===== src/drd_pkg.sv =====
// Types and constants of the display reply deframer.
`default_nettype none

package drd_pkg;

   localparam int BUFFER_BYTES = 32;
   localparam int LEN_W        = 6;
   localparam int IDX_W        = $clog2(BUFFER_BYTES);
   localparam int CNT_W        = ($clog2(BUFFER_BYTES + 1) > LEN_W) ?
                                 $clog2(BUFFER_BYTES + 1) : LEN_W;

   localparam logic [7:0] TERM_BYTE = 8'hff;
   localparam logic [1:0] TERM_RUN  = 2'd3;

   localparam logic [7:0] STATUS_LOW_RESET  = 8'd0;
   localparam logic [7:0] STATUS_HIGH_RESET = 8'd35;
   localparam logic [7:0] TOUCH_CODE_RESET  = 8'd101;
   localparam logic [7:0] PAGE_CODE_RESET   = 8'd102;

   typedef enum logic [1:0] {
      CSR_STATUS_LOW  = 2'd0,
      CSR_STATUS_HIGH = 2'd1,
      CSR_TOUCH_CODE  = 2'd2,
      CSR_PAGE_CODE   = 2'd3
   } csr_index_type;

   typedef struct packed {
      logic [7:0] status_code_low;
      logic [7:0] status_code_high;
      logic [7:0] touch_code;
      logic [7:0] page_code;
   } cfg_type;

   typedef struct packed {
      logic             packet_done;
      logic [LEN_W-1:0] packet_length;
      logic             overrun;
      logic [7:0]       last_status;
      logic             touch_flag;
      logic             page_event_flag;
      logic [7:0]       page_number;
   } rsp_type;

endpackage

`default_nettype wire


===== src/drd_req_if.sv =====
// Handshake channels of the display reply deframer: received bytes and results.
`default_nettype none

interface drd_req_if;
   logic       valid;
   logic       ready;
   logic [7:0] rx_byte;

   modport source (output valid, output rx_byte, input ready);
   modport sink   (input valid, input rx_byte, output ready);
endinterface

interface drd_rsp_if;
   logic       valid;
   logic       ready;
   logic       packet_done;
   logic [5:0] packet_length;
   logic       overrun;
   logic [7:0] last_status;
   logic       touch_flag;
   logic       page_event_flag;
   logic [7:0] page_number;

   modport source (output valid, output packet_done, output packet_length,
                   output overrun, output last_status, output touch_flag,
                   output page_event_flag, output page_number, input ready);
   modport sink   (input valid, input packet_done, input packet_length,
                   input overrun, input last_status, input touch_flag,
                   input page_event_flag, input page_number, output ready);
endinterface

`default_nettype wire


===== src/drd_framer.sv =====
// Framing state and packet classification, advanced once per accepted byte.
`default_nettype none

module drd_framer
   import drd_pkg::*;
(
   input  wire logic       clock,
   input  wire logic       reset,
   input  wire logic       advance,
   input  wire logic [7:0] rx_byte,
   input  wire cfg_type    cfg,
   output rsp_type         result
);

   logic [IDX_W-1:0] byte_index_ff, byte_index_in;
   logic [1:0]       term_count_ff, term_count_in;
   logic [7:0]       first_byte_ff, first_byte_in;
   logic [7:0]       second_byte_ff, second_byte_in;
   logic [7:0]       status_ff, status_in;
   logic             touched_ff, touched_in;
   logic             page_event_ff, page_event_in;
   logic [7:0]       page_ff, page_in;

   logic [CNT_W-1:0] idx_next;
   logic [1:0]       term_run;
   logic             is_term;
   logic             done;
   logic             full;
   logic             in_range;

   always_comb begin
      idx_next       = CNT_W'(byte_index_ff) + CNT_W'(1);
      first_byte_in  = (byte_index_ff == '0) ? rx_byte : first_byte_ff;
      second_byte_in = (byte_index_ff == IDX_W'(1)) ? rx_byte : second_byte_ff;
      is_term        = (rx_byte == TERM_BYTE);
      term_run       = term_count_ff + 2'd1;
      done           = is_term && (term_run == TERM_RUN);
      full           = !done && (idx_next >= CNT_W'(BUFFER_BYTES));

      byte_index_in  = (done || full) ? '0 : idx_next[IDX_W-1:0];
      term_count_in  = (done || full || !is_term) ? 2'd0 : term_run;

      in_range       = (first_byte_in >= cfg.status_code_low) &&
                       (first_byte_in <= cfg.status_code_high);

      status_in      = status_ff;
      touched_in     = touched_ff;
      page_event_in  = page_event_ff;
      page_in        = page_ff;
      if (done) begin
         status_in = first_byte_in;
         // The status range wins over the touch code, which wins over the page code.
         priority if (in_range) begin
            touched_in    = 1'b0;
            page_event_in = 1'b0;
         end else if (first_byte_in == cfg.touch_code) begin
            touched_in    = 1'b1;
            page_event_in = 1'b0;
         end else if (first_byte_in == cfg.page_code) begin
            touched_in    = 1'b0;
            page_event_in = 1'b1;
            page_in       = second_byte_in;
         end else begin
            touched_in    = touched_ff;
         end
      end

      result.packet_done     = done;
      result.packet_length   = done ? idx_next[LEN_W-1:0] : '0;
      result.overrun         = full;
      result.last_status     = status_in;
      result.touch_flag      = touched_in;
      result.page_event_flag = page_event_in;
      result.page_number     = page_in;
   end

   always_ff @(posedge clock) begin
      if (reset) begin
         byte_index_ff  <= '0;
         term_count_ff  <= 2'd0;
         first_byte_ff  <= 8'd0;
         second_byte_ff <= 8'd0;
         status_ff      <= 8'd0;
         touched_ff     <= 1'b0;
         page_event_ff  <= 1'b0;
         page_ff        <= 8'd0;
      end else if (advance) begin
         byte_index_ff  <= byte_index_in;
         term_count_ff  <= term_count_in;
         first_byte_ff  <= first_byte_in;
         second_byte_ff <= second_byte_in;
         status_ff      <= status_in;
         touched_ff     <= touched_in;
         page_event_ff  <= page_event_in;
         page_ff        <= page_in;
      end
   end

endmodule

`default_nettype wire


===== src/display_reply_deframer_top.sv =====
// The display reply deframer takes one received byte per word on req_ch and
// returns exactly one result word per byte on rsp_ch, in the cycle after the
// byte is accepted. A byte can be accepted in every cycle; the single result
// register sets the rate, so req_ch.ready drops only while that register holds
// a word that the sink is not taking in the same cycle. Packets end with three
// consecutive 0xff bytes and hold at most 32 bytes. The user writes the four
// code registers via the csr_ port only with no byte in flight; not enforced.
`default_nettype none

module display_reply_deframer_top
   import drd_pkg::*;
(
   input  wire logic       clock,
   input  wire logic       reset,
   drd_req_if.sink         req_ch,
   drd_rsp_if.source       rsp_ch,
   input  wire logic       csr_wr_en,
   input  wire logic [1:0] csr_index,
   input  wire logic [7:0] csr_wdata
);

   cfg_type cfg_ff;
   rsp_type rsp_data_ff;
   logic    rsp_valid_ff;
   rsp_type result;
   logic    accept;

   assign req_ch.ready = !rsp_valid_ff || rsp_ch.ready;
   assign accept       = req_ch.valid && req_ch.ready;

   always_ff @(posedge clock) begin
      if (reset) begin
         cfg_ff.status_code_low  <= STATUS_LOW_RESET;
         cfg_ff.status_code_high <= STATUS_HIGH_RESET;
         cfg_ff.touch_code       <= TOUCH_CODE_RESET;
         cfg_ff.page_code        <= PAGE_CODE_RESET;
      end else if (csr_wr_en) begin
         unique case (csr_index_type'(csr_index))
            CSR_STATUS_LOW:  cfg_ff.status_code_low  <= csr_wdata;
            CSR_STATUS_HIGH: cfg_ff.status_code_high <= csr_wdata;
            CSR_TOUCH_CODE:  cfg_ff.touch_code       <= csr_wdata;
            CSR_PAGE_CODE:   cfg_ff.page_code        <= csr_wdata;
         endcase
      end
   end

   drd_framer u_framer (
      .clock   (clock),
      .reset   (reset),
      .advance (accept),
      .rx_byte (req_ch.rx_byte),
      .cfg     (cfg_ff),
      .result  (result)
   );

   always_ff @(posedge clock) begin
      if (reset) begin
         rsp_valid_ff <= 1'b0;
      end else if (accept) begin
         rsp_valid_ff <= 1'b1;
      end else if (rsp_ch.ready) begin
         rsp_valid_ff <= 1'b0;
      end
   end

   always_ff @(posedge clock) begin
      if (accept) begin
         rsp_data_ff <= result;
      end
   end

   assign rsp_ch.valid           = rsp_valid_ff;
   assign rsp_ch.packet_done     = rsp_data_ff.packet_done;
   assign rsp_ch.packet_length   = rsp_data_ff.packet_length;
   assign rsp_ch.overrun         = rsp_data_ff.overrun;
   assign rsp_ch.last_status     = rsp_data_ff.last_status;
   assign rsp_ch.touch_flag      = rsp_data_ff.touch_flag;
   assign rsp_ch.page_event_flag = rsp_data_ff.page_event_flag;
   assign rsp_ch.page_number     = rsp_data_ff.page_number;

endmodule

`default_nettype wire


===== src/flat_wrapper.sv =====
// flat-port wrapper written by rule: the top's interface ports become plain ports
module display_reply_deframer_top_flat import drd_pkg::*;
  (clock, reset, csr_wr_en, csr_index, csr_wdata, req_ch_valid, req_ch_rx_byte, req_ch_ready, rsp_ch_valid, rsp_ch_packet_done, rsp_ch_packet_length, rsp_ch_overrun, rsp_ch_last_status, rsp_ch_touch_flag, rsp_ch_page_event_flag, rsp_ch_page_number, rsp_ch_ready);
  drd_req_if req_ch_i ();
  drd_rsp_if rsp_ch_i ();
  input  wire logic clock;
  input  wire logic reset;
  input  wire logic csr_wr_en;
  input  wire logic [1:0] csr_index;
  input  wire logic [7:0] csr_wdata;
  input wire logic [$bits(req_ch_i.valid)-1:0] req_ch_valid;
  input wire logic [$bits(req_ch_i.rx_byte)-1:0] req_ch_rx_byte;
  output wire logic [$bits(req_ch_i.ready)-1:0] req_ch_ready;
  output wire logic [$bits(rsp_ch_i.valid)-1:0] rsp_ch_valid;
  output wire logic [$bits(rsp_ch_i.packet_done)-1:0] rsp_ch_packet_done;
  output wire logic [$bits(rsp_ch_i.packet_length)-1:0] rsp_ch_packet_length;
  output wire logic [$bits(rsp_ch_i.overrun)-1:0] rsp_ch_overrun;
  output wire logic [$bits(rsp_ch_i.last_status)-1:0] rsp_ch_last_status;
  output wire logic [$bits(rsp_ch_i.touch_flag)-1:0] rsp_ch_touch_flag;
  output wire logic [$bits(rsp_ch_i.page_event_flag)-1:0] rsp_ch_page_event_flag;
  output wire logic [$bits(rsp_ch_i.page_number)-1:0] rsp_ch_page_number;
  input wire logic [$bits(rsp_ch_i.ready)-1:0] rsp_ch_ready;
  assign req_ch_i.valid = req_ch_valid;
  assign req_ch_i.rx_byte = req_ch_rx_byte;
  assign req_ch_ready = req_ch_i.ready;
  assign rsp_ch_valid = rsp_ch_i.valid;
  assign rsp_ch_packet_done = rsp_ch_i.packet_done;
  assign rsp_ch_packet_length = rsp_ch_i.packet_length;
  assign rsp_ch_overrun = rsp_ch_i.overrun;
  assign rsp_ch_last_status = rsp_ch_i.last_status;
  assign rsp_ch_touch_flag = rsp_ch_i.touch_flag;
  assign rsp_ch_page_event_flag = rsp_ch_i.page_event_flag;
  assign rsp_ch_page_number = rsp_ch_i.page_number;
  assign rsp_ch_i.ready = rsp_ch_ready;
  display_reply_deframer_top u_core (.clock(clock), .reset(reset), .req_ch(req_ch_i), .rsp_ch(rsp_ch_i), .csr_wr_en(csr_wr_en), .csr_index(csr_index), .csr_wdata(csr_wdata));
endmodule

===== config.mk =====
export PLATFORM = sky130hd
export DESIGN_NAME = display_reply_deframer_top_flat
export DESIGN_NICKNAME = d
export VERILOG_FILES = /design/src/drd_pkg.sv /design/src/drd_req_if.sv /design/src/drd_framer.sv /design/src/display_reply_deframer_top.sv /design/src/flat_wrapper.sv
export SDC_FILE = /design/constraint.sdc
export NUM_CORES = 1
export LEC_CHECK = 0
export BUFFER_PORTS_ARGS = -buffer_cell sky130_fd_sc_hd__buf_4
export CORE_UTILIZATION = 50
export CTS_CLUSTER_SIZE = 20
export DETAILED_ROUTE_END_ITERATION = 10
export HOLD_SLACK_MARGIN = 0.15
export PLACE_DENSITY = 0.69
export SYNTH_ARGS = -nofsm -noshare
export SYNTH_HDL_FRONTEND = slang
export SYNTH_SLANG_ARGS = --single-unit

===== constraint.sdc =====
create_clock -name clock -period 6.4 [get_ports clock]
set_clock_uncertainty 0.2 [all_clocks]
set_input_delay 0.32 -clock clock [delete_from_list [all_inputs] [get_ports clock]]
set_output_delay 0.32 -clock clock [all_outputs]
set_load 0.005 [all_outputs]

==> Yosys cells after proc, flatten, opt, wreduce, memory -nomap -nowiden <==
Cells that the tools add are included.
{ "op_classes": {"n_addsub": 2, "n_lt_le_gt_ge": 3, "n_eq_ne": 8, "n_reduce_logical": 17, "muxes": 19} }
{ "op_table": {"columns": ["cell", "count"], "rows": [
  ["two-way mux 8 bit", 7],
  ["== test 8 bit", 2],
  ["two-way mux 1 bit", 10],
  ["== test 8 bit, second input constant", 1],
  ["greater-or-equal comparator 8 bit", 1],
  ["less-or-equal comparator 8 bit", 1],
  ["AND reduction 2 bit", 4],
  ["adder 5 x 1 -> 6 bit, second input constant", 1],
  ["== test 2 bit, second input constant", 3],
  ["greater-or-equal comparator 6 bit, second input constant", 1],
  ["== test 5 x 1 -> 1 bit, second input constant", 1],
  ["zero test 5 bit", 1],
  ["two-way mux 5 bit", 1],
  ["logical AND 1 bit", 4],
  ["zero test 1 bit", 3],
  ["logical OR 1 bit", 3],
  ["adder 2 x 1 -> 2 bit, second input constant", 1],
  ["== test 2 x 1 -> 1 bit, second input constant", 1],
  ["zero test 2 bit", 1],
  ["two-way mux 2 bit", 1],
  ["nonzero test 2 bit", 1]
]} }
{ "word_totals": {"ff_bits": 100, "out_inout_bits": 28, "input_bits": 23, "wordCells": 69} }

==> Depth between registers and ports, before layout <==
Gate-level depths: netlist (run 1).
{ "depth": {"ltp_word": 8, "depth_mapped": 15, "mapped_depth_nobuf": 13} }

==> Cells and area by module <==
Synthesis (run 1) repeated with hierarchy kept, for this count alone.
{ "unflattened": {"hier_cells": 535, "area_unflattened_um2": 5216.3} }
{ "by_module_without_submodules": {"columns": ["module", "cells_each", "area_each_um2", "seq_area_each_um2", "n_inst"], "rows": [
  ["drd_framer", 382, 3100.5, 820.8, 1],
  ["display_reply_deframer_top", 153, 2115.8, 1441.4, 1]
]} }

==> Worst setup path after synthesis (run 1) <==
No wires, ideal clock.
{ "synth_timing": {"path_kind": "reg2reg", "start": "register u_core.u_framer.byte_index_ff[0]", "end": "register u_core.rsp_data_ff, in the netlist u_core.rsp_ch.page_number[0] (data pin)", "setup_time_ns": 0.260, "path_slack_ns": 2.746, "t_required_ns": 5.940, "arrival_ns": 3.194, "path_stages_with_launch": 14, "path_cell_list": "dfxtp_1 -> inv_1 -> ha_1 -> nor4b_4 -> clkbuf_4 -> mux2i_1 -> ha_1 -> nand2b_1 -> a2111oi_0 -> o31ai_1 -> a311oi_2 -> and2_4 -> buf_12 -> mux2_4"} }
{ "synth_lines": {"columns": ["element", "line_no", "rtl"], "rows": [
  ["from (decl)", "drd_framer.sv:15", "logic [IDX_W-1:0] byte_index_ff, byte_index_in;"],
  ["from (signal assigned)", "drd_framer.sv:88", "byte_index_ff <= byte_index_in;"],
  ["to (signal assigned)", "display_reply_deframer_top.sv:68", "rsp_data_ff <= result;"],
  ["to (decl)", "display_reply_deframer_top.sv:23", "rsp_type rsp_data_ff;"]
]} }

==> results.toml, run 1 <==
[layout]
drive_gt1_share_pct = 17.1
seqCellArea_um2 = 2260
finalNetCount = 623
fin_area_um2 = 5720
antennaDiodeCount = 0
fillerInstances = 810
area.growth.synth_to_final_pct = 15.7
multi_input_area_um2 = 2400

[timing]
fin_ws_ns = 1.46
setup_viol = 0
hold_viol = 0
tns_ns = 0
drv_slew = 0
hold_slack_ns = 0.200
min_period_ns = 4.94
relSlewSlack_pct = 33.5
worst_pin_slew_ns = 0.993
fmax_mhz = 203
period_share_pct = 77.2
rsz0062_at_grt = "no"

[die]
die_width_um = 101
start_util_pct = 52.5
core_um2 = 9420
rows = 35
ios = 51
die_y_um = 101
dieArea_um2 = 10300

[critical_path]
crit_fanout = 15
critPathCaptureType = "flop"
cp-startpoint = "u_core.u_framer.byte_index_ff[0]"
arrival_ns = 4.86
critPathRequiredTime_ns = 6.32
r2r_start = "u_core.u_framer.byte_index_ff[0]"
worstSetupStartpointType = "flop"
worstSetupPathType = "reg2reg"
r2r_cells = 12

[power]
sw_frac_of_total_pct = 27.2
irDropWorstVdd_mv = 0.115
p_switching_uw = 349
p_int_uw = 933
powerDensity_nw_per_um2 = 224
p_total_mw = 1.28
p_leak_nw = 2.45
power_frac_clock_pct = 31.1
power_frac_seq_pct = 53.6
combPwrFrac_pct = 15.2

[synth]
synthMuxAreaShare_pct = 7.49
synthFlopType = "dfxtp_1"
ys_ff_latch = 100
synth_warnings = 0
synthTopCellsByCount = "nand2_1 (76), dfxtp_1 (74), nor2_1 (49)"
async_flop_share_pct = 0
synth_top_family_by_area = "simple AND/OR/NAND/NOR gates"
synth_edf_count = 26
netlist.top_cell.by_area = "dfxtp_1"
synth.avg_cell_area_um2 = 9.37
synth_cell_types = 60
syn_area_um2 = 4950
syn_inst = 528
yosysMostFrequentCell = "nand2_1"
synth-simple-area-share_pct = 16.4
ys_seq_area_share_pct = 45.7
synth-adder-area-share_pct = 5.06
synth-xor-area-share_pct = 4.96
syn-num-nets = 571
synth_top_area_share_pct = 30.0
synth-compound-area-share_pct = 14.6
synth.area.top_cells = "dfxtp_1 (30%), edfxtp_1 (16%), nand2_1 (5.8%)"

[grt]
grt_pass1_vias = 3640
grt_use_total_pct = 23.3
grt_pass1_wl_um = 18300
antenna_found_initial = 0
gr-total-overflow = 0
grt_max_degree = 64

[placed_design]
dpl.hpwl_um = 7770
pre_cts_ws_ns = 1.48
placed_cell_area_um2 = 5350
io_buffers = 50
place.gp.congestion = 0.912

[flow_run]
max-cap-violations = 0

[route]
drc = 0
via_per_inst = 5.45
drt_iter0_drc = 326
wirelength_um = 11100
wl_per_cell_um = 15.6
drt_first_pass_iters = 5
drtAntennaViolNets = 0
via_count = 3892

[clock_network]
worst_skew_pair.late_latency_ns = 0.36
clock_path_buffers = 2
clock-sinks = 100
postCtsSetupBuffers = 0
cts_made_buffers = 9
clk_pin_slew_ns = 0.10
htree_levels = 3
tritoncts = "yes"
root_buffer = "clkbuf_8"

[status]
status = "complete, no violations"

[hold_path]
holdPathStages = 4
hold_class = "in2reg"
worstHoldStart = "csr_index[1]"
-- area by class of cell --
class | count | area share, %
Inverter | 34 | 2.23
Sequential cell | 100 | 39.5
Timing Repair Buffer | 71 | 10.1
Multi-Input combinational cell | 364 | 42.0
Clock inverter | 7 | 1.18
Tap cell | 129 | 2.82
Clock buffer | 9 | 2.16
-- placed cells by master (no fill, tap or decap), types with 4 or more instances in the layout --
master / n
a211oi_1: 8
a21oi_1: 45
xor2_1: 17
edfxtp_1: 26
mux2i_1: 16
dlygate4sd3_1: 18
o21ai_0: 13
nand4_1: 8
dfxtp_1: 74
buf_4: 53
inv_1: 32
nand2_1: 76
a21o_1: 9
nand3_1: 18
xnor2_1: 11
clkbuf_8: 9
nor4_1: 5
mux2_2: 8
o211ai_1: 5
mux2_4: 8
ha_1: 20
clkinv_2: 4
nor2_1: 49
o211a_1: 9
-- metal layers --
metal	wire length (um)	GRT usage, %
met5	0	0
met2	5110	35.9
met3	637	4.55
met1	5270	33.1
met4	100	6.91
-- cells by family (layout without fill, tap and decap cells) --
family,count (synthesis),after routing
flip-flops,100,100
AND/OR/NAND/NOR,177,177
multiplexers,32,32
adder cells (fa/ha/maj),20,20
buffers and inverters,64,121
AO/OA/AOI/OAI,107,107
XOR/XNOR,28,28
-- metrics by stage --
step                utilization, %  instances
CTS                           60.8        714
global placement              56.9        680
floorplan                        -        528
global route                  60.8        714
detailed placement            56.9        680
finish                        60.8        714
-- power groups by stage --
stage	Combinational, mW	Clock [mW]	Sequential, mW
after floorplan	0.122	0	0.697
after detailed placement	0.185	0	0.701
after CTS	0.194	0.404	0.687
final	0.195	0.399	0.688
after global routing	0.216	0.435	0.690
after global placement	0.180	0	0.701
-- sequential cells by signal (all words and copies together), names as in the netlist, 2 cells and up --
name and cells:
u_core.u_framer.term_count_ff 2, u_core.u_framer.status_ff 8, u_core.cfg_ff 32, u_core.rsp_ch.packet_length 6, u_core.u_framer.first_byte_ff 8, u_core.u_framer.second_byte_ff 8
u_core.rsp_ch.last_status 8, u_core.u_framer.byte_index_ff 5, u_core.u_framer.page_ff 8, u_core.rsp_ch.page_number 8
-- final timing paths --
| check | end | slack [ns] |
|---|---|---|
| max | u_core.rsp_ch.page_number[5] | 1.46 |
| min | u_core.cfg_ff[18] | 0.20 |
| max reg2reg | u_core.rsp_ch.page_number[5] | 1.46 |
| min reg2reg | u_core.u_framer.second_byte_ff[3] | 0.26 |
-- what timing repair did --
item	in CTS	in global routing
resized for setup	0	0
endpoints found under the setup margin	0	0
hold buffers	18	0
endpoints found under the hold margin	41	0
-- worst max-delay path, cell delays in order (launching register included) --
cell	delay, ns
dfxtp_1	0.38
inv_1	0.08
ha_1	0.14
nor4b_4	0.80
mux2i_1	0.50
inv_1	0.12
ha_1	0.28
and3_1	0.19
a221oi_1	0.29
o31ai_1	0.16
a311oi_2	0.79
and2_4	0.41
mux2_4	0.32
(Power assumes the default switching activity.)
==> run 2, diff against run 1 <==
- ABC_AREA: unset -> 1
- PLACE_DENSITY: 0.69 -> 0.72
- clock period: 6.4 -> 4.4 ns (I/O delays scaled with it)
==> run 2 against run 1 <==
Clock-buffer cell count unchanged. Synthesized cell count grew 29%. Highest routed layer unchanged. Sequential share of layout area fell by 1.5 points. Worst setup slack worse by 0.63 ns. Die area is 2.2% higher. Sequential power grew 50%. Cell area rose by 4.0%. Power rose by 60%. First-iteration DRC count fell by 25%. Area after synthesis up 2.3%. Via count rose by 17%. Global-route usage increased by 0.27 points.
==> results.toml, run 2 <==
[timing]
fmax_mhz = 281
relSlewSlack_pct = 31.0
hold_viol = 0
rsz0062_at_grt = "no"
min_period_ns = 3.56
tns_ns = 0
worst_pin_slew_ns = 1.03
period_share_pct = 81.0
drv_slew = 0
setup_viol = 0

[synth]
netlist.top_cell.by_area = "dfxtp_1"
synthTopCellsByCount = "nand2_1 (148), inv_1 (114), dfxtp_1 (74)"
synth_cell_types = 27
syn-num-nets = 726
synth.area.top_cells = "dfxtp_1 (29%), edfxtp_1 (15%), nand2_1 (11%)"
async_flop_share_pct = 0
synth_warnings = 0
syn_area_um2 = 5060
synth_edf_count = 26
ys_ff_latch = 100
synthFlopType = "dfxtp_1"
ys_seq_area_share_pct = 44.7
syn_inst = 683
synth_top_area_share_pct = 29.3
synth.avg_cell_area_um2 = 7.41
yosysMostFrequentCell = "nand2_1"

[die]
rows = 36
ios = 51
dieArea_um2 = 10500
die_y_um = 103
die_width_um = 103
core_um2 = 9770
start_util_pct = 51.8

[route]
drc = 0
drt_first_pass_iters = 5
drtAntennaViolNets = 0
wl_per_cell_um = 13.1
drt_iter0_drc = 243
wirelength_um = 11500
via_count = 4546
via_per_inst = 5.15

[clock_network]
clock_path_buffers = 2
root_buffer = "clkbuf_8"
cts_resized = 0
clock-sinks = 100
clk_pin_slew_ns = 0.11
worst_skew_pair.late_latency_ns = 0.37
htree_levels = 3
tritoncts = "yes"
cts_made_buffers = 9

[critical_path]
critPathCaptureType = "flop"
worstSetupStartpointType = "flop"
arrival_ns = 3.49
critPathRequiredTime_ns = 4.33
crit_fanout = 15
worstSetupPathType = "reg2reg"

[placed_design]
placed_cell_area_um2 = 5490
place.gp.congestion = 0.889
io_buffers = 50
dpl.hpwl_um = 8150

[layout]
fillerInstances = 897
drive_gt1_share_pct = 11.2
largest_reg_flops = 32
layout_common_cells = "nand2_1 (148), inv_1 (113), dfxtp_1 (74), nor2_1 (69), o21ai_0 (63)"
regMostFlops = "u_core.cfg_ff"
finalNetCount = 788
fin_area_um2 = 5950
final_common_cell = "nand2_1"
area.growth.synth_to_final_pct = 17.6
antennaDiodeCount = 0

[grt]
antenna_found_initial = 0
grt_pass1_wl_um = 19000
grt_use_total_pct = 23.6
grt_pass1_vias = 4226
grt_max_degree = 59
gr-total-overflow = 0

[power]
irDropWorstVdd_mv = 0.205
powerDensity_nw_per_um2 = 345
p_leak_nw = 2.95

[flow_run]
max-cap-violations = 0

[hold_path]
hold_class = "in2reg"

[status]
status = "complete, no violations"
## run 2: cell types whose count changed in the layout (fill, tap and decap cells not counted), sizes merged, moves of 6 or more
cell / delta
mux2i: -16
xnor2: -11
a21o: -10
dlygate4sd3: +6
nand2: +78
o21ai: +50
a211oi: -10
inv: +84
mux2: -16
nand3: +31
xor2: -13
nor2: +23
o211a: -9
## run 2: path summary, 6_finish.rpt
path                                    start                            to  slack (ns)  cells after the start
max          u_core.u_framer.byte_index_ff[0]  u_core.rsp_ch.page_number[3]        0.84                     17
min                                 csr_wr_en             u_core.cfg_ff[24]        0.18                      5
max reg2reg  u_core.u_framer.byte_index_ff[0]  u_core.rsp_ch.page_number[3]        0.84                     17
min reg2reg                 u_core.cfg_ff[25]             u_core.cfg_ff[25]        0.28                      2
## run 2: layout make-up
cell class / instances / area [um^2] / area share, %
well taps: 133 / 166 / 2.80
clock buffers: 9 / 124 / 2.08
repair buffers: 77 / 638 / 10.7
clock inverters: 7 / 93.8 / 1.58
multi-input cells: 443 / 2240 / 37.6
flip-flops and latches: 100 / 2260 / 38.0
inverters: 114 / 428 / 7.19
## run 2: cell families (layout without fill, tap and decap cells)
| logic type | count (synthesis) | after routing | share of synthesized area, % |
|---|---|---|---|
| buf+inv | 140 | 207 | 11.1 |
| simple gates | 298 | 298 | 26.1 |
| fa+ha+maj | 20 | 20 | 4.95 |
| compound gates | 121 | 121 | 12.5 |
| xor+xnor | 4 | 4 | 0.692 |
| flops | 100 | 100 | 44.7 |
## run 2: power by group
group	switching, mW	internal, mW
registers	0.0254	1.00
clock network	0.351	0.279
logic	0.243	0.152
total	0.619	1.43
## run 2: worst max-delay path, cell delays in order, from the launching register on
cell     delay, ns
dfxtp_1       0.36
inv_1         0.10
ha_1          0.15
inv_1         0.06
nor2_4        0.30
nand2_4       0.21
nand2_1       0.17
nand2_1       0.22
ha_1          0.37
a21oi_1       0.19
nand2_1       0.08
nand2_1       0.06
nand3_1       0.07
a21oi_1       0.23
buf_4         0.24
nand3_4       0.14
nand2_1       0.11
nand2_1       0.06
## run 2: per-layer routing
metal / routed length [um] / up-vias / GRT usage (%)
li1: - / 2309 / -
met1: 5180 / 2069 / 29.3
met2: 5480 / 135 / 39.8
met3: 503 / 33 / 3.32
met4: 369 / 0 / 12.2
met5: 0 / - / 0
## run 2: stage by stage
stage | utilization [%] | hold WS (ns) | total power [mW] | worst slack, ns | std cells
after CTS | 60.9 | 0.151 | 2.07 | 0.851 | 883
final | 60.9 | 0.180 | 2.05 | 0.837 | 883
after detailed placement | 56.2 | 0.262 | 1.42 | 0.916 | 843
after global routing | 60.9 | 0.209 | 2.17 | 0.512 | 883
after floorplan | - | 0.146 | 1.31 | 1.58 | 683
after global placement | 56.2 | 0.257 | 1.41 | 1.03 | 843
## run 2: what timing repair did
item                                   CTS  global route
setup buffers                            0             0
hold buffers                            24             0
endpoints found under the hold margin   43             0
setup endpoints to repair                0             0
